[config.mk]
export PLATFORM = sky130hd
export DESIGN_NAME = npc_dist_unit
export DESIGN_NICKNAME = d
export VERILOG_FILES = /design/src/sv/npc_pkg.sv /design/src/sv/npc_dist_unit.sv
export SDC_FILE = /design/constraint.sdc
export NUM_CORES = 1
export LEC_CHECK = 0
export BUFFER_PORTS_ARGS = -buffer_cell sky130_fd_sc_hd__clkbuf_2
export CORE_UTILIZATION = 50
export DETAILED_ROUTE_END_ITERATION = 7
export HOLD_SLACK_MARGIN = 0.12
export PLACE_DENSITY_LB_ADDON = 0.2
export REMOVE_ABC_BUFFERS = 1
export SYNTH_ARGS = -nofsm -noshare
export SYNTH_HDL_FRONTEND = slang
export SYNTH_SLANG_ARGS = --single-unit
[constraint.sdc]
create_clock -name clk -period 7.8 [get_ports clk]
set_clock_uncertainty 0.15 [all_clocks]
set_input_delay 1.17 -clock clk [delete_from_list [all_inputs] [get_ports clk]]
set_output_delay 1.17 -clock clk [all_outputs]
set_load 0.05 [all_outputs]
[src/sv/npc_pkg.sv]
// Shared types, constants and helper functions for the nearest palette color block.
// No dependencies; every other file of the block imports this package.
`default_nettype none

package npc_pkg;

    localparam int PALETTE_ENTRIES = 256;
    localparam int IDX_W           = (PALETTE_ENTRIES > 1) ? $clog2(PALETTE_ENTRIES) : 1;
    localparam int FIELD_IDX_W     = 8;
    localparam int CHAN_IN_W       = 10;
    localparam int CHAN_W          = 8;
    localparam int SQ_W            = 2 * CHAN_W;
    // 2*sq + 4*sq + 3*sq stays at or below 9 * 255^2
    localparam int DIST_W          = SQ_W + 4;

    localparam logic OP_LOAD  = 1'b0;
    localparam logic OP_QUERY = 1'b1;

    typedef struct packed {
        logic [CHAN_W-1:0] red;
        logic [CHAN_W-1:0] green;
        logic [CHAN_W-1:0] blue;
    } npc_color_t;

    typedef struct packed {
        logic             valid;
        logic             last;
        logic [IDX_W-1:0] index;
    } npc_tag_t;

    // Clamp a signed channel to 0..255.
    function automatic logic [CHAN_W-1:0] clamp_chan(input logic signed [CHAN_IN_W-1:0] v);
        logic [CHAN_W-1:0] r;
        if (v[CHAN_IN_W-1])
            r = '0;
        else if (v[CHAN_IN_W-2:CHAN_W] != '0)
            r = '1;
        else
            r = v[CHAN_W-1:0];
        return r;
    endfunction

    // Keep the top nibble and widen it back by times 17.
    function automatic logic [CHAN_W-1:0] quant_chan(input logic [CHAN_W-1:0] c);
        return {c[CHAN_W-1:CHAN_W/2], c[CHAN_W-1:CHAN_W/2]};
    endfunction

endpackage

`default_nettype wire

[src/sv/npc_dist_unit.sv]
// Two-stage weighted squared distance unit, shared by every palette entry of a scan.
// Depends on npc_pkg for the color and tag types.
`default_nettype none

module npc_dist_unit (
    input  logic                       clk,
    input  logic                       rst_n,
    input  npc_pkg::npc_color_t        query,
    input  npc_pkg::npc_color_t        entry,
    input  npc_pkg::npc_tag_t          tag_in,
    output npc_pkg::npc_tag_t          tag_out,
    output logic [npc_pkg::DIST_W-1:0] distance
);
    import npc_pkg::*;

    logic [CHAN_W-1:0] diff_red, diff_green, diff_blue;
    logic [SQ_W-1:0]   sq_red_reg, sq_green_reg, sq_blue_reg;
    npc_tag_t          tag1_reg, tag2_reg;
    logic [DIST_W-1:0] dist_next, dist_reg;

    always_comb
    begin
        diff_red   = (query.red   > entry.red)   ? query.red   - entry.red
                                                 : entry.red   - query.red;
        diff_green = (query.green > entry.green) ? query.green - entry.green
                                                 : entry.green - query.green;
        diff_blue  = (query.blue  > entry.blue)  ? query.blue  - entry.blue
                                                 : entry.blue  - query.blue;
    end

    // weights 2, 4, 3
    assign dist_next = (DIST_W'(sq_red_reg) << 1) + (DIST_W'(sq_green_reg) << 2)
                     + (DIST_W'(sq_blue_reg) << 1) + DIST_W'(sq_blue_reg);

    always_ff @(posedge clk)
    begin
        sq_red_reg   <= SQ_W'(diff_red * diff_red);
        sq_green_reg <= SQ_W'(diff_green * diff_green);
        sq_blue_reg  <= SQ_W'(diff_blue * diff_blue);
        dist_reg     <= dist_next;
    end

    always_ff @(posedge clk or negedge rst_n)
    begin
        if (!rst_n)
        begin
            tag1_reg <= '0;
            tag2_reg <= '0;
        end
        else
        begin
            tag1_reg <= tag_in;
            tag2_reg <= tag1_reg;
        end
    end

    assign tag_out  = tag2_reg;
    assign distance = dist_reg;

endmodule

`default_nettype wire

==> metrics.txt <==
sequential area share after synthesis 17.9%; Mapped Area 0.0101 mm^2; Final nets 1499; Final period util 92.7%; vias in the first global route 7447; area grow syn2layout 10.8%; Core Area 0.0196 mm^2; DRC viols 0; DRT iter0 DRCs 287; number of flops mapped to enable cells by yosys 0; worst-path fanout max 9; detail-routed net length per standard cell 12.6 um; num ports 90; Multi-input gate area 0.00740 mm^2; chip width 144 um; Initial Utilization 51.3%; HP Class flop to flop; max reg flops 20; Crit path required time 7.92 ns; CTS Buf Count 9; clk_lat worst skew 0.34 ns; slew of the pin with the lowest slew margin 0.824 ns; Final ANT Viol Nets 0; Setup crit end kind flop; Setup CP Type primary input to flop; Slowest-stage cell, CP xor2_1; FF/Latch Area 0.00180 mm^2; status finished clean; Routed WL 18.2 mm; Netlist cell types 68; worst path cell trace clkbuf_2 -> inv_1 -> ha_1 -> inv_1 -> fa_1 -> a211oi_2 -> o21ai_1 -> a31o_1 -> a21oi_1 -> a21o_1 -> xor2_1 -> nor2_1 -> fa_1 -> inv_1 -> fa_1 -> fa_1 -> fa_1 -> inv_1 -> ha_1 -> or2_2 -> o22ai_1 -> o21ai_0 -> o41ai_1 -> xnor2_1; Syn Inst Count 1083; # resized after CTS 0; RePlAce Congestion 0.870; # fillers 1788; Period minus WS final 7.23 ns; Synth Flop Type dfxtp_1; CTS H-tree depth 3; drt pass-1 iters 5; Post-Syn Area per Cell 9.28 um^2; Async S/R FF share, synth 23.5%; Max-Slew Margin vs Limit 44.3%; Hold WS 0.196 ns; CP peak stage delay 0.63 ns; gr usage total 19.8%; Row Count 51; Die Ht 144 um; Post-CTS Setup Bufs 0; Die ar. 0.0207 mm^2; initial antenna violation count 0; largest net degree at the start of global routing 21; CP Launch Type primary input; I/O Buffers 89; final setup vio count 0; Worst EP arrival 7.35 ns; CTS Hold Bufs 0; CP most frequent cell fa_1; final slew viol count 0; RSZ-0062 raised after global routing no; Via-to-Cell Ratio 5.07; cell family with most CP delay adder cells; Synth Warn # 0; final HPWL from detailed placement 15.5 mm; hold path startpoint tag1_reg[7]; DR vias 7351; fmax 0.138 GHz; CTS Sinks 85; setup tns final 0 ns; clk root buf clkbuf_16; Final Util 56.9%; max-capacitance violation count 0; CP Buf/Inv Count 5; GRT overflow 0; register bit total from synthesis 85; antenna cell count 0; CP Launch Point query[0]; clk buf depth 2; first-pass GRT wire length 33.2 mm; Worst-path clk slew 0.07 ns; Hold Fails Final Rpt 0; layout cells sized above 1 13.3%; CTS tree done; RR Startpoint sq_blue_reg[4]
==> kinds of logic after synthesis <==
kind of cell	after synthesis	share of synthesized area [%]
AND/OR/NAND/NOR	235	11.5
AO/OA/AOI/OAI	185	12.8
other	1	0.0373
multiplexers	16	1.59
adder cells (fa/ha/maj)	260	40.4
flip-flops	85	17.9
buffers and inverters	220	8.43
XOR/XNOR	81	7.36
==> metal layers <==
layer  share of wire [%]  vias to the layer above  track usage (%)
met2                  47                      123             34.3
li1                    -                     3723                -
met5                   0                        -                0
met4                0.42                        0             2.52
met1                  48                     3498             27.0
met3                 3.8                        7             2.47
==> placed cells by master, fill, tap and decap left out, types with 5 or more instances in the layout <==
| master | count |
|---|---|
| and3_1 | 7 |
| nand4_1 | 6 |
| clkbuf_16 | 9 |
| or2_2 | 14 |
| nand3_1 | 12 |
| o41ai_1 | 5 |
| inv_1 | 203 |
| a211oi_1 | 6 |
| nor3_1 | 19 |
| buf_4 | 12 |
| nand2_1 | 30 |
| fa_1 | 107 |
| o21ai_1 | 6 |
| o21bai_1 | 15 |
| nor2_1 | 100 |
| xnor2_1 | 62 |
| a31oi_1 | 6 |
| dfrtp_1 | 20 |
| xor2_1 | 15 |
| nor2b_1 | 10 |
| o21a_1 | 15 |
| a21o_1 | 27 |
| o21ai_0 | 23 |
| or2_1 | 6 |
| mux2i_1 | 16 |
| nand2b_1 | 5 |
| ha_1 | 153 |
| clkbuf_2 | 89 |
| a21oi_1 | 49 |
| or3_1 | 6 |
| dfxtp_1 | 65 |
==> final cells by class <==
type                    count  area share [%]
clock inverters             7           0.685
flip-flops and latches     85            16.2
multi-input cells         778            66.5
well taps                 265            2.98
repair buffers            101            4.81
clock buffers               9            2.02
inverters                 204            6.87
==> cell usage after synthesis (7+ instances only) <==
cell type,n,area (um^2)
a21o_1,27,203
a21oi_1,49,245
and3_1,7,43.8
buf_2,8,40.0
dfrtp_1,20,500
dfxtp_1,65,1300
fa_1,107,2140
ha_1,153,1910
inv_1,203,762
mux2i_1,16,160
nand2_1,30,113
nand3_1,12,60.1
nor2_1,100,375
nor2b_1,10,62.6
nor3_1,19,95.1
o21a_1,15,113
o21ai_0,23,115
o21bai_1,15,113
or2_2,14,87.6
xnor2_1,62,543
xor2_1,15,131
==> per-stage QoR <==
stage	instances	setup WS [ns]	cell area [um^2]
2_1_floorplan	1067	0.800	9970
3_3_place_gp	1433	0.373	10800
3_5_place_dp	1433	0.255	10800
4_1_cts	1449	0.593	11100
5_1_grt	1449	0.0849	11100
6_report	1449	0.569	11100
==> worst paths after layout <==
path | endpoint | slack [ns] | cells after the start
max | sq_blue_reg[14] | 0.57 | 24
min | tag_out[7] | 0.20 | 0
max reg2reg | distance[19] | 3.71 | 11
min reg2reg | tag_out[7] | 0.20 | 0
max in group asynchronous | tag_out[5] | 6.58 | 1
min in group asynchronous | tag_out[4] | 0.61 | 1
Power is left out: the tool's default activity adds up to more than one toggle a clock period on the data nets, which glitch-free logic cannot reach.
